### config.mk
export PLATFORM = sky130hd
export DESIGN_NAME = page_replacement_fifo_lru
export DESIGN_NICKNAME = d
export VERILOG_FILES = /design/src/design/prf_pkg.sv /design/src/design/prf_ctrl.sv /design/src/design/prf_dpath.sv /design/src/design/page_replacement_fifo_lru.sv
export SDC_FILE = /design/constraint.sdc
export NUM_CORES = 2
export LEC_CHECK = 0
export ABC_AREA = 1
export BUFFER_PORTS_ARGS = -buffer_cell sky130_fd_sc_hd__buf_2
export CORE_MARGIN = 5
export CORE_UTILIZATION = 49
export DETAILED_ROUTE_END_ITERATION = 12
export GPL_TIMING_DRIVEN = 1
export SYNTH_ARGS = -nofsm -noshare
export SYNTH_HDL_FRONTEND = slang
export SYNTH_SLANG_ARGS = --single-unit
### constraint.sdc
create_clock -name clk -period 5.65 [get_ports clk]
set_input_delay 0 -clock clk [delete_from_list [all_inputs] [get_ports clk]]
set_output_delay 0 -clock clk [all_outputs]
set_load 0.02 [all_outputs]
### src/design/prf_pkg.sv
// Shared constants, codes and control types of the page replacement unit.
package prf_pkg;

    localparam int MAX_FRAMES = 16;
    localparam int IDX_W      = (MAX_FRAMES > 1) ? $clog2(MAX_FRAMES) : 1;
    localparam int CNT_W      = $clog2(MAX_FRAMES + 1);

    localparam int ADDR_W     = 16;
    localparam int PAGE_W     = 8;
    localparam int SLOT_W     = 4;
    localparam int TOTAL_W    = 16;
    localparam int STAMP_W    = 32;
    localparam int FC_W       = 5;
    localparam int CFG_IDX_W  = 1;
    localparam int CFG_DATA_W = 5;

    localparam logic [FC_W-1:0] FRAME_COUNT_RESET = 5'd4;

    typedef enum logic [CFG_IDX_W-1:0] {
        REG_MODE        = 1'b0,
        REG_FRAME_COUNT = 1'b1
    } reg_index_t;

    typedef enum logic {
        MODE_FIFO = 1'b0,
        MODE_LRU  = 1'b1
    } policy_t;

    typedef struct packed {
        logic load;
        logic scan;
        logic update;
        logic emit;
    } cmd_t;

    typedef struct packed {
        logic match;
        logic last;
    } status_t;

endpackage

### src/design/prf_ctrl.sv
// Sequencer of the page replacement unit: accept, scan, update, emit.
module prf_ctrl (
    input  logic             clk,
    input  logic             rst_n,
    input  logic             in_valid,
    output logic             in_stall,
    output logic             out_valid,
    input  logic             out_stall,
    input  prf_pkg::status_t status,
    output prf_pkg::cmd_t    cmd
);
    import prf_pkg::*;

    typedef enum logic [1:0] {
        ST_IDLE,
        ST_SCAN,
        ST_UPDATE,
        ST_EMIT
    } state_t;

    state_t state_reg;
    state_t state_next;
    logic   out_valid_reg;
    logic   out_valid_next;

    always_comb
    begin
        state_next     = state_reg;
        out_valid_next = out_valid_reg && out_stall;
        cmd            = '0;
        unique case (state_reg)
            ST_IDLE:
            begin
                if (in_valid)
                begin
                    cmd.load   = 1'b1;
                    state_next = ST_SCAN;
                end
            end
            ST_SCAN:
            begin
                cmd.scan = 1'b1;
                if (status.match || status.last)
                begin
                    state_next = ST_UPDATE;
                end
            end
            ST_UPDATE:
            begin
                cmd.update = 1'b1;
                state_next = ST_EMIT;
            end
            ST_EMIT:
            begin
                // hold until the output register is free or being drained
                if (!out_valid_reg || !out_stall)
                begin
                    cmd.emit       = 1'b1;
                    out_valid_next = 1'b1;
                    state_next     = ST_IDLE;
                end
            end
            default:
            begin
                state_next = ST_IDLE;
            end
        endcase
    end

    always_ff @(posedge clk or negedge rst_n)
    begin
        if (!rst_n)
        begin
            state_reg     <= ST_IDLE;
            out_valid_reg <= 1'b0;
        end
        else
        begin
            state_reg     <= state_next;
            out_valid_reg <= out_valid_next;
        end
    end

    assign in_stall  = (state_reg != ST_IDLE);
    assign out_valid = out_valid_reg;

endmodule

### src/design/prf_dpath.sv
// Frame table, stamps, counters, config registers and result register.
module prf_dpath (
    input  logic                              clk,
    input  logic                              rst_n,
    input  logic [prf_pkg::ADDR_W-1:0]        address,
    input  logic                              cfg_write,
    input  logic [prf_pkg::CFG_IDX_W-1:0]     cfg_index,
    input  logic [prf_pkg::CFG_DATA_W-1:0]    cfg_data,
    input  prf_pkg::cmd_t                     cmd,
    output prf_pkg::status_t                  status,
    output logic [prf_pkg::PAGE_W-1:0]        page,
    output logic                              fault,
    output logic [prf_pkg::SLOT_W-1:0]        slot,
    output logic [prf_pkg::TOTAL_W-1:0]       fault_total
);
    import prf_pkg::*;

    policy_t            mode_reg;
    logic [FC_W-1:0]    frame_count_reg;

    logic [PAGE_W-1:0]  pages_reg  [MAX_FRAMES];
    logic [STAMP_W-1:0] stamps_reg [MAX_FRAMES];
    logic [CNT_W-1:0]   filled_reg;
    logic [IDX_W-1:0]   fill_ptr_reg;
    logic [STAMP_W-1:0] stamp_cnt_reg;
    logic [TOTAL_W-1:0] faults_reg;

    logic [PAGE_W-1:0]  page_reg;
    logic [IDX_W-1:0]   idx_reg;
    logic               hit_reg;
    logic [IDX_W-1:0]   slot_reg;
    logic [STAMP_W-1:0] least_reg;
    logic [IDX_W-1:0]   victim_reg;

    logic [PAGE_W-1:0]  page_out_reg;
    logic               fault_out_reg;
    logic [SLOT_W-1:0]  slot_out_reg;
    logic [TOTAL_W-1:0] total_out_reg;

    logic [CNT_W-1:0]   n_eff;
    logic [CNT_W-1:0]   occ;
    logic [CNT_W-1:0]   idx_ext;
    logic [IDX_W-1:0]   fifo_slot;
    logic [CNT_W-1:0]   fifo_inc;
    logic [IDX_W-1:0]   fifo_ptr_next;
    logic [IDX_W-1:0]   lru_slot;
    logic [STAMP_W-1:0] stamp_inc;
    logic               room;

    // effective frame count: zero acts as one, clamp to the table size
    always_comb
    begin
        priority if (frame_count_reg == '0)
        begin
            n_eff = CNT_W'(1);
        end
        else if (int'(frame_count_reg) > MAX_FRAMES)
        begin
            n_eff = CNT_W'(MAX_FRAMES);
        end
        else
        begin
            n_eff = CNT_W'(frame_count_reg);
        end
    end

    assign room      = (filled_reg < n_eff);
    assign occ       = room ? filled_reg : n_eff;
    assign idx_ext   = CNT_W'(idx_reg);
    assign stamp_inc = stamp_cnt_reg + STAMP_W'(1);

    assign status.match = (pages_reg[idx_reg] == page_reg) && (idx_ext < occ);
    assign status.last  = (idx_ext == (n_eff - CNT_W'(1)));

    assign fifo_slot     = (CNT_W'(fill_ptr_reg) < n_eff) ? fill_ptr_reg : '0;
    assign fifo_inc      = CNT_W'(fifo_slot) + CNT_W'(1);
    assign fifo_ptr_next = (fifo_inc >= n_eff) ? '0 : IDX_W'(fifo_inc);
    assign lru_slot      = room ? IDX_W'(filled_reg) : victim_reg;

    always_ff @(posedge clk or negedge rst_n)
    begin
        if (!rst_n)
        begin
            mode_reg        <= MODE_FIFO;
            frame_count_reg <= FRAME_COUNT_RESET;
        end
        else if (cfg_write)
        begin
            unique case (reg_index_t'(cfg_index))
                REG_MODE:        mode_reg        <= policy_t'(cfg_data[0]);
                REG_FRAME_COUNT: frame_count_reg <= FC_W'(cfg_data);
                default:         mode_reg        <= mode_reg;
            endcase
        end
    end

    // table state and counters
    always_ff @(posedge clk or negedge rst_n)
    begin
        if (!rst_n)
        begin
            for (int i = 0; i < MAX_FRAMES; i++)
            begin
                pages_reg[i]  <= '0;
                stamps_reg[i] <= '0;
            end
            filled_reg    <= '0;
            fill_ptr_reg  <= '0;
            stamp_cnt_reg <= '0;
            faults_reg    <= '0;
        end
        else if (cmd.update)
        begin
            if (hit_reg)
            begin
                if (mode_reg == MODE_LRU)
                begin
                    stamp_cnt_reg        <= stamp_inc;
                    stamps_reg[slot_reg] <= stamp_inc;
                end
            end
            else
            begin
                if (faults_reg != '1)
                begin
                    faults_reg <= faults_reg + TOTAL_W'(1);
                end
                if (room)
                begin
                    filled_reg <= filled_reg + CNT_W'(1);
                end
                if (mode_reg == MODE_FIFO)
                begin
                    pages_reg[fifo_slot] <= page_reg;
                    fill_ptr_reg         <= fifo_ptr_next;
                end
                else
                begin
                    pages_reg[lru_slot]  <= page_reg;
                    stamps_reg[lru_slot] <= stamp_inc;
                    stamp_cnt_reg        <= stamp_inc;
                end
            end
        end
    end

    // per-request working registers
    always_ff @(posedge clk)
    begin
        if (cmd.load)
        begin
            page_reg <= address[ADDR_W-1 -: PAGE_W];
            idx_reg  <= '0;
            hit_reg  <= 1'b0;
        end
        if (cmd.scan)
        begin
            idx_reg <= idx_reg + IDX_W'(1);
            if (status.match)
            begin
                hit_reg  <= 1'b1;
                slot_reg <= idx_reg;
            end
            if ((idx_reg == '0) || (stamps_reg[idx_reg] < least_reg))
            begin
                least_reg  <= stamps_reg[idx_reg];
                victim_reg <= idx_reg;
            end
        end
        if (cmd.update && !hit_reg)
        begin
            slot_reg <= (mode_reg == MODE_FIFO) ? fifo_slot : lru_slot;
        end
        if (cmd.emit)
        begin
            page_out_reg  <= page_reg;
            fault_out_reg <= !hit_reg;
            slot_out_reg  <= SLOT_W'(slot_reg);
            total_out_reg <= faults_reg;
        end
    end

    assign page        = page_out_reg;
    assign fault       = fault_out_reg;
    assign slot        = slot_out_reg;
    assign fault_total = total_out_reg;

endmodule

### src/design/page_replacement_fifo_lru.sv
// Top level of the FIFO / LRU page replacement unit.
//
//   channel | direction | handshake            | payload
//   --------+-----------+----------------------+----------------------------------
//   in      | to block  | in_valid / in_stall  | address
//   out     | from block| out_valid / out_stall| page, fault, slot, fault_total
//   cfg     | to block  | cfg_write            | cfg_index, cfg_data
//
// One request at a time. After acceptance the frame table is scanned one
// frame per cycle by a single page compare and stamp compare; the scan stops
// at the first hit or at the last active frame. Then an update step, a step
// to load the result register, and a return to the idle state to take the
// next request.
// Reset clears the frame table, the stamps and all counters at once; no sweep.
// A waiting result does not block the next request; the block only holds in
// the emit step while the previous result is still stalled.
module page_replacement_fifo_lru (
    input  logic                              clk,
    input  logic                              rst_n,
    input  logic                              in_valid,
    output logic                              in_stall,
    input  logic [prf_pkg::ADDR_W-1:0]        address,
    output logic                              out_valid,
    input  logic                              out_stall,
    output logic [prf_pkg::PAGE_W-1:0]        page,
    output logic                              fault,
    output logic [prf_pkg::SLOT_W-1:0]        slot,
    output logic [prf_pkg::TOTAL_W-1:0]       fault_total,
    input  logic                              cfg_write,
    input  logic [prf_pkg::CFG_IDX_W-1:0]     cfg_index,
    input  logic [prf_pkg::CFG_DATA_W-1:0]    cfg_data
);
    import prf_pkg::*;

    cmd_t    cmd;
    status_t status;

    // sequencer: request handshake, scan length, result handoff
    prf_ctrl u_ctrl (
        .clk       (clk),
        .rst_n     (rst_n),
        .in_valid  (in_valid),
        .in_stall  (in_stall),
        .out_valid (out_valid),
        .out_stall (out_stall),
        .status    (status),
        .cmd       (cmd)
    );

    // datapath: frame table, policy state, config and result register
    prf_dpath u_dpath (
        .clk         (clk),
        .rst_n       (rst_n),
        .address     (address),
        .cfg_write   (cfg_write),
        .cfg_index   (cfg_index),
        .cfg_data    (cfg_data),
        .cmd         (cmd),
        .status      (status),
        .page        (page),
        .fault       (fault),
        .slot        (slot),
        .fault_total (fault_total)
    );

endmodule

==> metrics.yaml <==
worst-path-buf-inv: 3
synth_top_area_cell: "sky130_fd_sc_hd__dfrtp_1"
vdd.ir_drop.worst_mv: 0.509
placement.io_buffers: 49
fin_crit_sh_pct: 80.8
grt_first_pass_wirelength_um: 179000
grt_antenna_before_repair: 0
critPathMostFrequentCell: "sky130_fd_sc_hd__nand2_1"
wire_per_inst_um: 21.7
synth.top_cells.by_area: "sky130_fd_sc_hd__dfrtp_1 (48%), sky130_fd_sc_hd__nand2_1 (14%), sky130_fd_sc_hd__o21ai_0 (7.0%), sky130_fd_sc_hd__edfxtp_1 (6.6%), sky130_fd_sc_hd__o21ai_1 (3.8%)"
tritoncts: "yes"
max_freq_ghz: 0.219
finClkSkew_ps: 20.5
root_buffer: "sky130_fd_sc_hd__clkbuf_16"
design.core.area_um2: 74600
detail_route_met2_wl_um: 51700
wl_met1_um: 50800
clockBufferDepth: 3
outcome: "finished clean"
timing.critical_path.from_type: "register"
tns_ps: 0
vias: 30518
htreeDepth: 3
worstSetupStartpoint: "u_dpath.idx_reg[0]"
synth_enable_flop_cells: 81
drtAntennaViolNets: 0
globalRoute.totalOverflow: 0
crit_slowest_cell: "sky130_fd_sc_hd__inv_8"
synth.top_cell.area_share_pct: 47.8
clock_insertion_delay_worst_skew_ps: 640
die-area_um2: 80800
max_cap_violations: 0
worst_setup_hold_path_clk_slew_ps: 60
cell_depth_of_the_worst_min_delay_path: 2
die_h_um: 284
initialDrtViolationCount: 2930
reg2regPathDepth: 16
place_hpwl_um: 65000
ys_async_sr_fraction_pct: 89.6
period_minus_slack_ps: 4560
worst_min_delay_path_startpoint: "address[15]"
die-width_um: 284
report.final.setup_viol: 0
delay_contributed_by_the_slowest_stage_of_the_critical_path_ps: 700
postRouteWirelength_um: 115000
cts_resized: 0
critPathRequiredTime_ps: 5960
area_growth_syn_to_layout_pct: 10.8
drt_first_pass_iters: 5
synth_top_flop_cell: "sky130_fd_sc_hd__dfrtp_1"
syn_nets: 4439
syn-mean-instance-area_um2: 8.47
regToRegStartpoint: "u_dpath.idx_reg[0]"
mostFrequentLayoutCells: "sky130_fd_sc_hd__nand2_1 (1389), sky130_fd_sc_hd__dfrtp_1 (705), sky130_fd_sc_hd__o21ai_0 (514)"
detail_route.vias_per_cell: 5.73
timing_worst_setup_path_type: "reg -> reg"
netlist-cell-type-count: 59
gr-usage-all-layers_pct: 28.2
syn-instance-count: 4353
cell_chain_critical_path: "inv_8, buf_4, nand2_1, a221oi_1, o21ai_0, nand2_1, ha_1, a21oi_1, o21ai_0, nand3_1, a21oi_1, a211oi_1, o21a_1, nand2_1, a21oi_4, buf_12"
top_layer_used: "met4"
slew-limit-headroom_pct: 21.0
power.density_cell_area_nw_per_um2: 529
critical_path.max_fanout: 149
worstMarginPinSlew_ps: 1180
critPathCaptureType: "register"
post-cts-setup-buffers: 0
number_of_storage_elements_in_the_synthesis_netlist: 788
seq_area_frac_synth_pct: 54.6
drc: 0
arrival_ps: 4870
largest_register_ff_count: 512
syn_std_cell_area_um2: 36900
power_leakage_nw: 18.5
drive_above_1_share_pct: 7.81
utilization_pct: 54.8
num_antenna_cells: 0
crit_cells: 16
met3RoutedLength_um: 8570
grt_pass1_vias: 29601
clock-sinks: 788
hold_violations: 0
io-pin-count: 58
path_delay_family: "buffers and inverters"
holdCritPathClass: "in -> reg"
ys_warn_count: 0
cts_buffers: 87
row_count: 100
initial_utilization_pct: 49.4
layout_commonest_cell: "sky130_fd_sc_hd__nand2_1"
routabilityCongestion: 0.918
slew_viol_final: 0
grt_max_degree: 182
rsz0062_at_grt: "false"
design.final.nets: 4367
report_power, final:
group	switching [mW]	leakage (nW)	total (mW)	internal [mW]
registers	0.473	10.4	7.20	6.73
logic	6.38	6.66	8.69	2.31
clock network	2.35	1.41	5.70	3.35
worst reg2reg max path, delay by kind of cell (launching register included):
kind | cells | cell delay (ps)
compound gates | 8 | 1360
flops | 1 | 520
simple gates | 4 | 530
buf+inv | 3 | 1510
fa+ha+maj | 1 | 290
timing repair:
| item | 4_1_cts | 5_1_grt |
|---|---|---|
| hold endpoints to repair | 125 | 0 |
| hold buffers | 26 | 0 |
| setup endpoints to repair | 0 | 0 |
metal layers:
metal	vias to the layer above	global-route usage [%]
met3	255	4.83
met4	0	9.69
met5	-	0
met1	14792	39.8
li1	14334	-
met2	1137	44.5
final cells by class:
| cell class | count | area, µm² |
|---|---|---|
| inverters | 188 | 722 |
| well taps | 969 | 1210 |
| flip-flops and latches | 788 | 20100 |
| fillers | 7031 | 33700 |
| multi-input cells | 3082 | 14800 |
| clock inverters | 23 | 216 |
| repair buffers | 134 | 1130 |
| clock buffers | 139 | 2650 |
final timing paths:
path / to / slack, ps
max reg2reg: u_dpath.least_reg[15] / 1090
min: u_dpath.page_reg[7] / 80
min in group asynchronous: u_dpath.stamps_reg[187] / 370
max: u_dpath.least_reg[15] / 1090
max in group asynchronous: u_dpath.stamps_reg[10] / 3980
min reg2reg: u_dpath.stamps_reg[203] / 460
logic make-up after synthesis:
| family | after synthesis | share of synthesized area (%) |
|---|---|---|
| AND/OR/NAND/NOR | 1896 | 20.7 |
| AO/OA/AOI/OAI | 1074 | 16.0 |
| flip-flops | 788 | 54.6 |
| buffers and inverters | 483 | 5.44 |
| adder cells (fa/ha/maj) | 59 | 2.00 |
| XOR/XNOR | 49 | 1.16 |
| multiplexers | 4 | 0.122 |
metrics by stage:
step	hold WS, ps	worst slack (ps)	std cells	total power [mW]	cell area [µm²]
finish	78.7	1090	5323	21.6	40800
global route	79.5	807	5323	22.8	40800
CTS	52.7	1170	5323	21.6	40800
detailed placement	53.2	1230	5135	15.9	37700
global placement	50.9	1260	5135	15.7	37700
floorplan	-296	438	4353	12.7	36900
cells in the mapped netlist (all sizes together), types with 9 or more instances:
master and instances:
a21oi 113, buf 112, xnor2 13, nand4 46, o22ai 58, nand3 113
nor2 284, a221oi 39, o21ai 808, o221ai 23, inv 186, edfxtp 81
clkbuf 183, nand2 1409, nor4 9, dfrtp 705, xor2 36, o211ai 17
ha 59, nor3 28
No activity file was read; power rests on OpenSTA's default activity.
